### src/hw/rtl/prr_pkg.sv
// Shared types and constants for the polyphase rational resampler.
// Holds the input/output word layouts, register codes and MAC control struct.
// No dependencies.
`timescale 1ns / 1ps
`default_nettype none

package prr_pkg;

  // Fixed field widths
  localparam int SAMPLE_W  = 16;
  localparam int TAP_W     = 16;
  localparam int TAP_FRAC  = TAP_W - 4;   // Q3.12 taps
  localparam int IF_W      = 5;           // interp_factor register
  localparam int DF_W      = 9;           // decim_factor register
  localparam int TPP_W     = 6;           // taps_per_phase register
  localparam int TIDX_W    = 9;           // tap_index field
  localparam int DECIM_MAX = 256;
  localparam int PADDR_W   = 4;
  localparam int PDATA_W   = 32;

  // Register indexes (byte address / 4)
  localparam logic [1:0] REG_INTERP = 2'd0;
  localparam logic [1:0] REG_DECIM  = 2'd1;
  localparam logic [1:0] REG_TAPS   = 2'd2;

  // Input word opcodes
  localparam logic OP_SAMPLE = 1'b0;
  localparam logic OP_TAP    = 1'b1;

  typedef struct packed {
    logic                       op;
    logic signed [SAMPLE_W-1:0] sample_re;
    logic signed [SAMPLE_W-1:0] sample_im;
    logic                       in_last;
    logic        [TIDX_W-1:0]   tap_index;
    logic signed [TAP_W-1:0]    tap_value;
  } in_word_t;

  typedef struct packed {
    logic signed [SAMPLE_W-1:0] out_re;
    logic signed [SAMPLE_W-1:0] out_im;
    logic                       run_last;
    logic                       block_end;
    logic                       saturated;
  } out_word_t;

  // Control that travels alongside one tap through the MAC pipeline
  typedef struct packed {
    logic valid;
    logic first;
    logic last;
  } mac_ctl_t;

  // Rounded and saturated result of one output
  typedef struct packed {
    logic signed [SAMPLE_W-1:0] re;
    logic signed [SAMPLE_W-1:0] im;
    logic                       sat;
  } mac_res_t;

endpackage

`default_nettype wire

### src/hw/rtl/prr_hist_mem.sv
// Complex sample history line held as a circular buffer in one memory.
// A fill count masks entries not yet written. Depends on prr_pkg.
`timescale 1ns / 1ps
`default_nettype none

module prr_hist_mem
  import prr_pkg::*;
#(
  parameter int DEPTH = 32
) (
  input  logic                       clk,
  input  logic                       rst,
  input  logic                       push,
  input  logic signed [SAMPLE_W-1:0] push_re,
  input  logic signed [SAMPLE_W-1:0] push_im,
  input  logic                       rd_start,
  input  logic                       rd_en,
  output logic signed [SAMPLE_W-1:0] rd_re,
  output logic signed [SAMPLE_W-1:0] rd_im
);

  localparam int ADDR_W = (DEPTH > 1) ? $clog2(DEPTH) : 1;
  localparam int CNT_W  = $clog2(DEPTH + 1);

  logic [2*SAMPLE_W-1:0] mem [DEPTH];
  logic [ADDR_W-1:0]     wp;
  logic [ADDR_W-1:0]     wp_inc;
  logic [ADDR_W-1:0]     rptr;
  logic [CNT_W-1:0]      fill;
  logic [CNT_W-1:0]      age;
  logic [2*SAMPLE_W-1:0] rd_q;
  logic                  rd_zero;

  assign wp_inc = (wp == ADDR_W'(DEPTH - 1)) ? '0 : wp + ADDR_W'(1);

  always_ff @(posedge clk) begin
    if (rst) begin
      wp   <= '0;
      fill <= '0;
    end else if (push) begin
      wp <= wp_inc;
      if (fill != CNT_W'(DEPTH)) begin
        fill <= fill + CNT_W'(1);
      end
    end
  end

  always_ff @(posedge clk) begin
    if (push) begin
      mem[wp_inc] <= {push_re, push_im};
    end
  end

  // Walk from the newest sample toward older ones
  always_ff @(posedge clk) begin
    if (rd_start) begin
      rptr <= push ? wp_inc : wp;
      age  <= '0;
    end else if (rd_en) begin
      rptr <= (rptr == '0) ? ADDR_W'(DEPTH - 1) : rptr - ADDR_W'(1);
      age  <= age + CNT_W'(1);
    end
  end

  always_ff @(posedge clk) begin
    if (rd_en) begin
      rd_q    <= mem[rptr];
      rd_zero <= (age >= fill);
    end
  end

  // Entries never written read as zero
  assign rd_re = rd_zero ? '0 : $signed(rd_q[2*SAMPLE_W-1:SAMPLE_W]);
  assign rd_im = rd_zero ? '0 : $signed(rd_q[SAMPLE_W-1:0]);

endmodule

`default_nettype wire

### config.mk
export PLATFORM = sky130hd
export DESIGN_NAME = prr_hist_mem
export DESIGN_NICKNAME = d
export VERILOG_FILES = /design/src/hw/rtl/prr_pkg.sv /design/src/hw/rtl/prr_hist_mem.sv
export SDC_FILE = /design/constraint.sdc
export NUM_CORES = 1
export LEC_CHECK = 0
export BUFFER_PORTS_ARGS = -buffer_cell sky130_fd_sc_hd__buf_2
export CORE_ASPECT_RATIO = 1.75
export CORE_MARGIN = 1.5
export CORE_UTILIZATION = 30
export CTS_CLUSTER_SIZE = 16
export DETAILED_ROUTE_END_ITERATION = 10
export GPL_TIMING_DRIVEN = 1
export PLACE_DENSITY = 0.44
export RECOVER_POWER = 100
export SLEW_MARGIN = 20
export SYNTH_ARGS = -nofsm -noshare
export SYNTH_HDL_FRONTEND = slang
export SYNTH_SLANG_ARGS = --single-unit
### constraint.sdc
create_clock -name clk -period 14.95 [get_ports clk]
set_input_delay 2.99 -clock clk [delete_from_list [all_inputs] [get_ports clk]]
set_output_delay 2.99 -clock clk [all_outputs]
set_load 0.005 [all_outputs]
Word level (Yosys, flattened, before mapping) --
Memory sizes are Yosys's and may differ from the RTL's. A register that Yosys moved wholly into a read port is not among the register bits. Index checks and enable logic that the tools add are counted.
Operators by class: $add $sub $neg 4, order comparisons 1, eq/ne operators 2, multiplexer cells 9, reduce and logical (&&, ||, !) cells 3
Operators by type and width (number):
- two-way mux 16 bit | 2
- two-way mux 5 bit | 5
- adder 6 x 1 -> 6 bit, second input constant | 2
- >= comparator 6 bit | 1
- inequality test 6 bit, second input constant | 1
- adder 5 x 1 -> 5 bit, second input constant | 1
- equality test 5 bit, second input constant | 1
- logical NOT 5 bit | 1
- subtractor 5 x 1 -> 5 bit, second input constant | 1
- two-way mux 1 bit | 2
- AND reduction 2 bit | 1
- nonzero test 2 bit | 1
Word-level totals: bits in registers 23, RAM bits 1024, input bits 37, output and inout bits 32, word-level logic and storage cells 25, memories kept 1
Memories:
- mem | depth 32, bits a word 32, read ports 1, clocked after Yosys merged registers in 1, wr ports 1, line prr_hist_mem.sv:25 | logic [2*SAMPLE_W-1:0] mem [DEPTH];

Longest topological paths before layout --
word-level depth 4, gate-level depth with buffers 10, depth with buffers taken out 6

Worst setup path after synthesis --
Ideal clock, no wire load.
path type input to register, start input port push, end memory mem[0][0] (netlist bit), enable pin, library setup time 0.502 ns, arrival 6.586 ns, required time 14.448 ns, setup slack 7.863 ns, stages on the path 3, path buffers 1, cell sequence clkbuf_1 -> nand2_1 -> nor4_1
Between the ends: word-level cells in the longest chain between the ends 2
Ends and longest elaborated chain:
- from (decl) | line prr_hist_mem.sv:13 | input logic push,
- two-way mux 1 bit | line prr_hist_mem.sv:49 | if (push) begin
- two-way mux 1 bit (implied by the code) | line prr_hist_mem.sv:50 | mem[wp_inc] <= {push_re, push_im};
- to (decl) | line prr_hist_mem.sv:25
No other way between the ends.

==> results.md <==
- Number of distinct library cells after synthesis: 45
- Critical path start-end classification: reg -> reg
- Required time at the endpoint of the critical path: 15.27 ns
- FILL cells: ~13000
- Number of synthesized flops with an enable pin: 1062
- Most area-hungry cell type in the Yosys netlist: sky130_fd_sc_hd__edfxtp_1
- Vias in the first global route: around 21000
- Most used standard cells in the synthesized netlist: 1062 x sky130_fd_sc_hd__edfxtp_1, 193 x sky130_fd_sc_hd__mux4_2, 130 x sky130_fd_sc_hd__mux2i_1
- Crit path launch type: flop
- Setup Total Neg Slack: 0 ns
- Post-Synthesis Net Count: just under 2000
- Core Area: 0.1374 sq mm
- Post-Route Hold Slack: between 0.5 and 0.6 ns
- DR pass1 iterations: 5
- Buffer and inverter count on the worst path: 3
- Cell chosen for the clock root: sky130_fd_sc_hd__clkbuf_16
- Clock slew at the register clock pins of the worst setup and hold paths: ~0.07 ns
- Timing-limited maximum frequency: between 0.1 and 0.15 GHz
- Portion of the clock cycle consumed by the worst path in the final layout: roughly three fifths
- Average via count per standard cell: 4.932
- Area enclosed by the die boundary: between 0.1 and 0.15 sq mm
- Latest clock arrival within the worst-skew pair: 0.70 ns
- Biggest fanout along the worst timing path: 42
- Top cell family by delay on the critical path: buffers and inverters
- VDD IR-drop max: 0.07859 mV
- Most area-consuming cells after synthesis: sky130_fd_sc_hd__edfxtp_1 77%, sky130_fd_sc_hd__mux4_2 10%, sky130_fd_sc_hd__mux2i_1 3.1%
- Unrepaired setup endpoints after global routing: false
- Clock tree from TritonCTS: yes
- # rows: between 150 and 200
- Most common cell in the synthesized netlist: sky130_fd_sc_hd__edfxtp_1
- Number of resized instances in the post-cts repair step: 0
- Leak: approximately 14 nW
- Remaining global-route overflow: 0
- DRC viols: 0
- Hold buffers post-CTS: 0
- Depth of the CTS H-tree: 3
- Cell with the biggest individual delay on the critical path: sky130_fd_sc_hd__a2111oi_0
- Die outline height: a little under 500 um
- # setup viols final: 0
- Part of the Yosys area used for sequential elements: 77.76%
- Critical Path, Cell by Cell: buf_4 > clkbuf_1 > nor2_1 > clkbuf_1 > a2111oi_0 > a21oi_1
- Post-layout instance count excluding filler cells: 3949
- Count of max-cap constraint violations: 70
- Worst slew pin tran: approximately 3.2 ns
- Status: complete, but fails checks
- Kind of path behind the tightest hold check: reg -> reg
- I/O pin count: just under 70
- Synthesized area per cell: around 21 sq um
- DP Cell Count: 3762
- Total of flip-flops plus latches after synthesis: roughly 1100
- Cell Pwr Density: between 100 and 150 mW/mm^2
- Critical path endpoint category: flop
- CP Data Arrival Time: ~9.6 ns
- Antenna viol nets, final: 0
- Area share of the leading cell type in the synthesized netlist: around three quarters
- Post-detailed-routing wire length: between 100 and 150 mm
- Synth-to-Final Area Change: 13.44%
- Ratio of cells with drive above 1 in the final layout: 18.56%
- Stage delay of the slowest cell on the critical path: roughly 2.5 ns
- Clock buffers created by TritonCTS: 95
- Area occupied by multi-input gates: approximately 0.0085 sq mm
- Syn Inst Count: approximately 1900
- Initial Util: a little under a third
- Final routed wire length divided by cell count: 30.27 um
- Post-placement cell area: between 0.04 and 0.05 sq mm
- Final Skew: approximately 0.018 ns
- Final net count: 2100
- Number of violations reported at the end of detailed-routing iteration 0: 1331
- RD Place Congestion: approximately 0.8
- Clock Tree Buf Depth: 3
- Failing checks: max-capacitance violations, max-slew violations
- Warning count from the yosys run: 0
- Initial antenna violation count: 3
- Clk sink count: 1079
- Pin count of the biggest net entering global routing: about 110
- Minimum clock period after layout: 9.232 ns
- Total number of vias: between 15000 and 20000
- Worst path most repeated cell: sky130_fd_sc_hd__clkbuf_1
- Number of hold violations in the final report: 0
- Number of I/O port buffers: about 70
- Worst slew margin relative to its limit: -111.0%
- Register area: roughly 0.032 sq mm
- Synth Cell Area: 0.04145 sq mm
- Post-Layout Inst Area: roughly 0.047 sq mm
- Total GRT Usage: between 15 and 20%
- HPWL after detailed placement: between 70 and 80 mm
- Floorplan die width: ~280 um
- Number of buffers inserted by post-CTS setup repair: 0
- Post-synth ARST share: 0%
- Wire length of the first global-routing pass: roughly 170 mm
- Final Max Tran Viols: 1787
- Top flip-flop cell by instance count after synthesis: sky130_fd_sc_hd__edfxtp_1
[through the flow]
step | setup WS, ns | total power, mW | utilization (%)
after floorplan | 7.863 | 3.877 | -
after global placement | 9.422 | 4.226 | 32.10
after detailed placement | 9.450 | 4.232 | 32.23
after CTS | 9.555 | 6.903 | 34.67
after global routing | 5.372 | 6.977 | 34.22
final | 5.718 | 6.782 | 34.22
[cell usage in the layout (no fill, tap or decap), types with 22 or more instances in the layout]
cell type                   count
sky130_fd_sc_hd__nor2b_1       34
sky130_fd_sc_hd__clkbuf_16     99
sky130_fd_sc_hd__edfxtp_1    1062
sky130_fd_sc_hd__a21oi_1       70
sky130_fd_sc_hd__a22oi_1       30
sky130_fd_sc_hd__a22o_1        31
sky130_fd_sc_hd__mux4_2       193
sky130_fd_sc_hd__o22ai_1       33
sky130_fd_sc_hd__clkbuf_1     120
sky130_fd_sc_hd__o221ai_1      31
sky130_fd_sc_hd__nor2_1        38
sky130_fd_sc_hd__clkinv_2      22
sky130_fd_sc_hd__mux2i_1      130
[report_power, final]
group	switching, mW	total, mW	internal (mW)
logic	0.473	0.720	0.246
registers	0.0198	3.39	3.37
clock network	1.13	2.67	1.53
total	1.63	6.78	5.15
[worst reg2reg max path: stages (launching register included)]
cell,delay (ns)
sky130_fd_sc_hd__edfxtp_1,0.33
sky130_fd_sc_hd__buf_4,0.54
sky130_fd_sc_hd__clkbuf_1,2.26
sky130_fd_sc_hd__nor2_1,1.69
sky130_fd_sc_hd__clkbuf_1,1.42
sky130_fd_sc_hd__a2111oi_0,2.46
sky130_fd_sc_hd__a21oi_1,0.15
[area by class of cell]
class	count	share of cell area (%)
flip-flops and latches	1079	68.55
multi-input cells	729	18.10
clock buffers	119	5.535
well taps	1820	4.843
clock inverters	60	1.613
repair buffers	126	1.232
inverters	15	0.1198
diodes	1	0.005322
[sequential cells by signal, summed over array words and instances (netlist names)]
name	flops
age	6
fill	6
mem	1024
rd_q	32
rd_zero	1
rptr	5
wp	5
[worst paths after layout]
kind	startpoint	endpoint	slack, ns	cells after the start
worst max register to register	rptr[1]	rd_q[4]	5.72	6
worst min register to register	age[5]	age[5]	0.52	2
worst max-delay path	rptr[1]	rd_q[4]	5.72	6
worst min-delay path	age[5]	age[5]	0.52	2
[cells by family after synthesis]
group	synth area share [%]
buf+inv	1.558
simple gates	1.591
compound gates	4.594
mux	13.71
xor+xnor	0.2747
flops	77.76
fa+ha+maj	0.5132
[per-layer routing]
| metal | track usage [%] | routed length, um | vias up |
|---|---|---|---|
| li1 | - | - | 8339 |
| met1 | 17.97 | 42920 | 10580 |
| met2 | 33.00 | 67660 | 406 |
| met3 | 2.350 | 3597 | 155 |
| met4 | 7.340 | 5332 | 2 |
| met5 | 0 | 13 | - |
No activity file was read; power rests on OpenSTA's default activity.
