File: src/hw/rtl/prr_pkg.sv
// Shared types and constants for the polyphase rational resampler.
// Holds the input/output word layouts, register codes and MAC control struct.
// No dependencies.
`timescale 1ns / 1ps
`default_nettype none

package prr_pkg;

  // Fixed field widths
  localparam int SAMPLE_W  = 16;
  localparam int TAP_W     = 16;
  localparam int TAP_FRAC  = TAP_W - 4;   // Q3.12 taps
  localparam int IF_W      = 5;           // interp_factor register
  localparam int DF_W      = 9;           // decim_factor register
  localparam int TPP_W     = 6;           // taps_per_phase register
  localparam int TIDX_W    = 9;           // tap_index field
  localparam int DECIM_MAX = 256;
  localparam int PADDR_W   = 4;
  localparam int PDATA_W   = 32;

  // Register indexes (byte address / 4)
  localparam logic [1:0] REG_INTERP = 2'd0;
  localparam logic [1:0] REG_DECIM  = 2'd1;
  localparam logic [1:0] REG_TAPS   = 2'd2;

  // Input word opcodes
  localparam logic OP_SAMPLE = 1'b0;
  localparam logic OP_TAP    = 1'b1;

  typedef struct packed {
    logic                       op;
    logic signed [SAMPLE_W-1:0] sample_re;
    logic signed [SAMPLE_W-1:0] sample_im;
    logic                       in_last;
    logic        [TIDX_W-1:0]   tap_index;
    logic signed [TAP_W-1:0]    tap_value;
  } in_word_t;

  typedef struct packed {
    logic signed [SAMPLE_W-1:0] out_re;
    logic signed [SAMPLE_W-1:0] out_im;
    logic                       run_last;
    logic                       block_end;
    logic                       saturated;
  } out_word_t;

  // Control that travels alongside one tap through the MAC pipeline
  typedef struct packed {
    logic valid;
    logic first;
    logic last;
  } mac_ctl_t;

  // Rounded and saturated result of one output
  typedef struct packed {
    logic signed [SAMPLE_W-1:0] re;
    logic signed [SAMPLE_W-1:0] im;
    logic                       sat;
  } mac_res_t;

endpackage

`default_nettype wire

File: src/hw/rtl/prr_mac.sv
// Complex multiply-accumulate pipeline with rounding and saturation.
// Real tap times complex sample, one tap per cycle. Depends on prr_pkg.
`timescale 1ns / 1ps
`default_nettype none

module prr_mac
  import prr_pkg::*;
#(
  parameter int MAX_TAPS = 32
) (
  input  logic                       clk,
  input  logic                       rst,
  input  logic signed [TAP_W-1:0]    tap,
  input  logic signed [SAMPLE_W-1:0] h_re,
  input  logic signed [SAMPLE_W-1:0] h_im,
  input  mac_ctl_t                   ctl,
  output logic                       done,
  output mac_res_t                   res
);

  localparam int PRW = SAMPLE_W + TAP_W;
  localparam int AW  = PRW + $clog2(MAX_TAPS + 1);
  localparam logic signed [AW:0] HALF = (AW+1)'(2 ** (TAP_FRAC - 1));
  localparam logic signed [AW:0] MAXV = (AW+1)'(2 ** (SAMPLE_W - 1) - 1);
  localparam logic signed [AW:0] MINV = ~MAXV;

  logic signed [PRW-1:0] prod_re;
  logic signed [PRW-1:0] prod_im;
  logic signed [AW-1:0]  acc_re;
  logic signed [AW-1:0]  acc_im;
  mac_ctl_t              ctl_a;
  logic [SAMPLE_W:0]     rs_re;
  logic [SAMPLE_W:0]     rs_im;

  // Returns {clip, value}: add half, floor shift, clip to sample range
  function automatic logic [SAMPLE_W:0] round_sat(input logic signed [AW-1:0] a);
    logic signed [AW:0] r;
    logic signed [AW:0] s;
    r = $signed({a[AW-1], a}) + HALF;
    s = r >>> TAP_FRAC;
    if (s > MAXV) begin
      round_sat = {1'b1, MAXV[SAMPLE_W-1:0]};
    end else if (s < MINV) begin
      round_sat = {1'b1, MINV[SAMPLE_W-1:0]};
    end else begin
      round_sat = {1'b0, s[SAMPLE_W-1:0]};
    end
  endfunction

  always_ff @(posedge clk) begin
    prod_re <= tap * h_re;
    prod_im <= tap * h_im;
    if (ctl_a.valid) begin
      acc_re <= ctl_a.first ? AW'(prod_re) : acc_re + AW'(prod_re);
      acc_im <= ctl_a.first ? AW'(prod_im) : acc_im + AW'(prod_im);
    end
  end

  always_ff @(posedge clk) begin
    if (rst) begin
      ctl_a <= '0;
      done  <= 1'b0;
    end else begin
      ctl_a <= ctl;
      done  <= ctl_a.valid && ctl_a.last;
    end
  end

  assign rs_re   = round_sat(acc_re);
  assign rs_im   = round_sat(acc_im);
  assign res.re  = $signed(rs_re[SAMPLE_W-1:0]);
  assign res.im  = $signed(rs_im[SAMPLE_W-1:0]);
  assign res.sat = rs_re[SAMPLE_W] | rs_im[SAMPLE_W];

endmodule

`default_nettype wire

File: config.mk
export PLATFORM = sky130hd
export DESIGN_NAME = prr_mac
export DESIGN_NICKNAME = d
export VERILOG_FILES = /design/src/hw/rtl/prr_pkg.sv /design/src/hw/rtl/prr_mac.sv
export SDC_FILE = /design/constraint.sdc
export NUM_CORES = 2
export LEC_CHECK = 0
export ABC_AREA = 0
export BUFFER_PORTS_ARGS = -buffer_cell sky130_fd_sc_hd__buf_2
export CAP_MARGIN = 20
export CORE_MARGIN = 2
export CORE_UTILIZATION = 63
export DETAILED_ROUTE_END_ITERATION = 10
export PLACE_DENSITY_LB_ADDON = 0.12
export SYNTH_ARGS = -nofsm -noshare
export SYNTH_HDL_FRONTEND = slang
export SYNTH_SLANG_ARGS = --single-unit
File: constraint.sdc
create_clock -name clk -period 16.2 [get_ports clk]
set_clock_uncertainty 0.15 [all_clocks]
set_input_delay 3.24 -clock clk [delete_from_list [all_inputs] [get_ports clk]]
set_output_delay 3.24 -clock clk [all_outputs]
set_load 0.02 [all_outputs]
Yosys cells after proc, flatten, opt, wreduce, memory -nomap -nowiden
Index checks and enable logic that the tools add are counted.
{ "word_totals": {"register_bits": 144, "latchBits": 0, "romBits": 0, "out_inout_bits": 34, "mem_count": 0, "wordCells": 26, "ram_bits": 0} }
{ "op_classes": {"n_shift": 0, "mux": 6, "div": 0, "add_sub_neg": 4, "n_bitwise": 1, "magnitude_cmp": 4, "n_mul": 2, "n_reduce_logical": 1, "n_eq_ne": 0} }
{ "ops": {"columns": ["cell", "count"], "rows": [
  ["adder 38 x 13 -> 39 bit (second input constant)", 2],
  ["adder 38 x 32 -> 38 bit", 2],
  ["two-way mux 38 bit", 2],
  ["two-way mux 17 bit", 4],
  ["multiplier 16 x 16 -> 32 bit", 2],
  ["> comparator 27 x 16 -> 1 bit (second input constant)", 2],
  ["less-than comparator 27 x 16 -> 1 bit (second input constant)", 2],
  ["logical AND 1 bit", 1],
  ["OR 1 bit", 1]
]} }

Logic depth before layout (Yosys ltp)
{ "depth": {"ltp_word": 5, "mapped_depth": 26, "ltp_nobuf": 25} }

Least setup slack after synthesis
Ideal clock, no wire load.
{ "synth_timing": {"path_kind": "input -> register", "start": "input h_im[4]", "end": "register prod_im[28]", "path_stages": 23, "slack_ns": 6.899, "t_required_ns": 15.978, "setup_time_ns": 0.072, "arrival_time_ns": 9.079, "path_buffers": 1, "path_cell_list": "clkbuf_1 and2_1 fa_1 inv_1 fa_1 fa_1 fa_1 inv_1 fa_1 inv_1 fa_1 inv_1 ha_1 a21o_1 a21oi_1 nor2_1 nor3_1 a21bo_2 a221oi_1 o211ai_1 a31o_2 a21oi_1 xnor2_1"} }
{ "synth_between": {"elab_chain_len": 1} }
{ "synth_lines": {"columns": ["item", "line_no", "rtl"], "rows": [
  ["from (decl)", "prr_mac.sv:15", "input logic signed [SAMPLE_W-1:0] h_im,"],
  ["multiplier 16 x 16 -> 32 bit", "prr_mac.sv:52", "prod_im <= tap * h_im;"],
  ["to (signal assigned)", "prr_mac.sv:52", null],
  ["to (decl)", "prr_mac.sv:28", "logic signed [PRW-1:0] prod_im;"]
]} }
No other way between the ends.
A chain may end at the register's enable or synchronous reset.

Worst setup path after layout
{ "layout_timing": {"start": "input tap[15]", "end": "register prod_im[31]"} }
{ "layout_between": {"elab_chain_len": 1} }
{ "layout_lines": {"columns": ["item", "line_no", "rtl"], "rows": [
  ["from (decl)", "prr_mac.sv:13", "input logic signed [TAP_W-1:0] tap,"],
  ["multiplier 16 x 16 -> 32 bit", "prr_mac.sv:52", null]
]} }
No other way between the ends.

==> results by group <==
Floorplanning
  • IO Count: 87
  • Rows: 78
  • Initial Utilization: 64.1%
  • Die width: 219 um
  • Core area: 45500 sq um
  • Die height: 219 um
  • Die area: 48000 sq um

Clock tree
  • CTS root buffer: clkbuf_16
  • PostCTS Resize Cnt: 0
  • Cts hold-fix bufs: 0
  • Clock buffer depth: 2
  • Clk Latency, worst-skew pair: 0.47 ns
  • Post-CTS Setup Inserts: 0
  • Total CTS buffers: 17
  • Clk slew on worst S/H paths: 0.06 ns
  • CTS sink count: 144
  • H-tree lvl count: 4
  • CTS tree: built

Synthesis
  • Synth area leader: fa_1
  • Syn_area_per_cell: 9.02 sq um
  • Synth warnings: 0
  • Post-synth EDFFs: 76
  • Async SR Flop Fraction: 0%
  • Sequential fraction of the synthesis area: 12.5%
  • Syn_nets: 4049
  • Ranking of synthesized cells by area: fa_1 36%, ha_1 10%, inv_1 8.1%
  • Yosys cell types: 78
  • Syn Inst Count: 3230
  • Cell area after synthesis: 29100 sq um
  • Yosys top cell area share: 36.1%
  • FF+latch count, synth: 144
  • Main synth FF type: edfxtp_1

STA
  • Setup_tns: 0 ns
  • Period utilisation layout: 59.4%
  • Crit path time final: 9.63 ns
  • # setup viols final: 0
  • Final hold violation count: 0
  • Slew headroom: 41.9%
  • Highest Clock Rate: 104 MHz
  • RSZ-0062 raised after global routing: false
  • Worst-margin pin slew: 0.867 ns
  • Pins Over Slew Limit: 0

Global routing
  • Grt ovf: 0
  • GRT Total Usage: 29.0%
  • Vias in the first global route: 23200
  • Initial antenna violation count: 3
  • First-pass GRT wire length: 111 mm
  • Largest net degree at the start of global routing: 78

Detailed routing
  • Residual DRC: 0
  • Via density per instance: 5.74
  • 1st-pass router iterations: 6
  • Post-Route WL: 64.7 mm
  • DRT antenna net count: 0
  • Routed WL per cell: 16.9 um
  • DR iter-0 viols: 1387
  • Vias: 22000

Min path
  • Min-delay src: ctl_a[0]
  • Hold Path Sink: done
  • HP Class: register to register
  • Hold depth: 2

Setup path
  • Crit-path max cell delay: 0.51 ns
  • Critical path fanouts, max: 32
  • R2R Setup Slk: 12.24 ns
  • Reg2Reg Capture Point: acc_re[36]
  • Most common cell on crit path: fa_1
  • Critical path arrival: 9.83 ns
  • Endpoint type of the worst setup path: register
  • Worst path required time: 16.40 ns
  • Worst setup SP type: input port
  • Critical Path Slowest Stage Cell: fa_1
  • Worst reg-to-reg path cell count: 13
  • Buf/Inv on CP: 6
  • Cells along the critical path: buf_2 -> nand2_1 -> inv_1 -> fa_1 -> inv_1 -> fa_1 -> fa_1 -> inv_1 -> fa_1 -> fa_1 -> inv_1 -> fa_1 -> inv_1 -> ha_1 -> a211oi_1 -> nand2_1 -> a211oi_1 -> a211o_1 -> a311oi_1 -> o21ai_0 -> a21boi_0 -> o41ai_1 -> o211ai_1 -> xnor2_1
  • Setup CP Type: input port to register
  • RR Startpoint: prod_re[0]
  • Crit path max-delay family: adder cells

Final layout
  • Area Overhead vs Synth: 4.97%
  • Ratio of cells with drive above 1 in the final layout: 4.66%
  • Most frequent cells in the layout: 627 x inv_1, 526 x fa_1, 374 x nand2_1
  • Final Net Count: 4045
  • Commonest non-fill, non-tap cell in the layout: inv_1
  • Filler cells: 3758

Placed design
  • Port bufs: 86
  • Detail Placement HPWL: 52.3 mm
  • Global placement routability congestion: 0.899

Outcome
  • Status: finished, final reports clean

Job
  • MaxCap Viol Count: 0
[Yosys cell counts (14+ instances only)]
| cell | count |
|---|---|
| a211oi_1 | 17 |
| a21o_1 | 46 |
| a21oi_1 | 120 |
| a31oi_1 | 19 |
| and2_1 | 251 |
| and3_1 | 19 |
| clkbuf_1 | 106 |
| dfxtp_1 | 68 |
| edfxtp_1 | 76 |
| fa_1 | 526 |
| ha_1 | 240 |
| inv_1 | 627 |
| nand2_1 | 374 |
| nand2b_1 | 26 |
| nand3_1 | 45 |
| nand4_1 | 14 |
| nor2_1 | 114 |
| nor2b_1 | 14 |
| nor3_1 | 27 |
| o21a_1 | 18 |
| o21ai_0 | 127 |
| o21bai_1 | 25 |
| o31ai_1 | 14 |
| xnor2_1 | 94 |
| xor2_1 | 67 |
[worst max path at each step]
stage                  from     endpoint  slack, ns  depth (start not counted)
floorplan           h_im[4]  prod_im[28]       6.90                         23
global placement     tap[8]  prod_im[31]       6.33                         22
detailed placement   tap[8]  prod_im[31]       6.10                         22
CTS                  tap[8]  prod_im[31]       6.59                         22
global route        tap[15]  prod_im[31]       6.11                         24
finish              tap[15]  prod_im[31]       6.57                         24
[final cells by class]
class | instances | area, sq um | area share [%]
antenna | 1 | 2.50 | 0.00818
sequential | 144 | 3650 | 11.9
multi-input combinational | 2346 | 22700 | 74.2
clock inverter | 9 | 153 | 0.499
tap | 600 | 751 | 2.45
inverter | 627 | 2350 | 7.69
timing repair buffer | 90 | 473 | 1.55
clock buffer | 23 | 500 | 1.64
[worst register-to-register path: stages, from the launching register on]
cell	delay [ns]
dfxtp_1	0.33
ha_1	0.17
inv_1	0.05
fa_1	0.40
nor2b_1	0.15
o21a_1	0.14
o21ai_0	0.11
a21oi_1	0.34
a22oi_1	0.23
a311oi_2	0.64
a311oi_1	0.36
o31ai_1	0.37
xnor2_1	0.15
o21ai_0	0.09
[logic make-up after synthesis]
kind of cell	Yosys count	share of synthesized area, %
fa+ha+maj	766	46.4
compound gates	468	10.2
buf+inv	740	9.58
mux	12	0.447
flops	144	12.5
simple gates	939	16.0
xor+xnor	161	4.84
[flip-flops by register name (all words and copies together), names as in the netlist]
| register | flops |
|---|---|
| acc_im | 38 |
| acc_re | 38 |
| prod_im | 32 |
| prod_re | 32 |
| done | 1 |
| ctl_a | 3 |
[metal layers]
metal	track usage (%)	wire, um
met1	40.5	28700
met2	47.4	30400
met3	4.20	4140
met4	8.18	1450
met5	0	21
[metrics by stage]
step	area, sq um	instances	hold slack (ns)	util, %	setup slack [ns]
floorplan	29100	3230	0.245	-	6.90
global placement	29900	3806	0.254	65.8	6.33
detailed placement	29900	3806	0.258	65.8	6.10
CTS	30600	3838	0.274	67.2	6.59
global route	30600	3840	0.308	67.3	6.11
finish	30600	3840	0.271	67.3	6.57
Power is not shown: default switching activity piles up to over one toggle a cycle in this logic, so the estimate is an artifact.
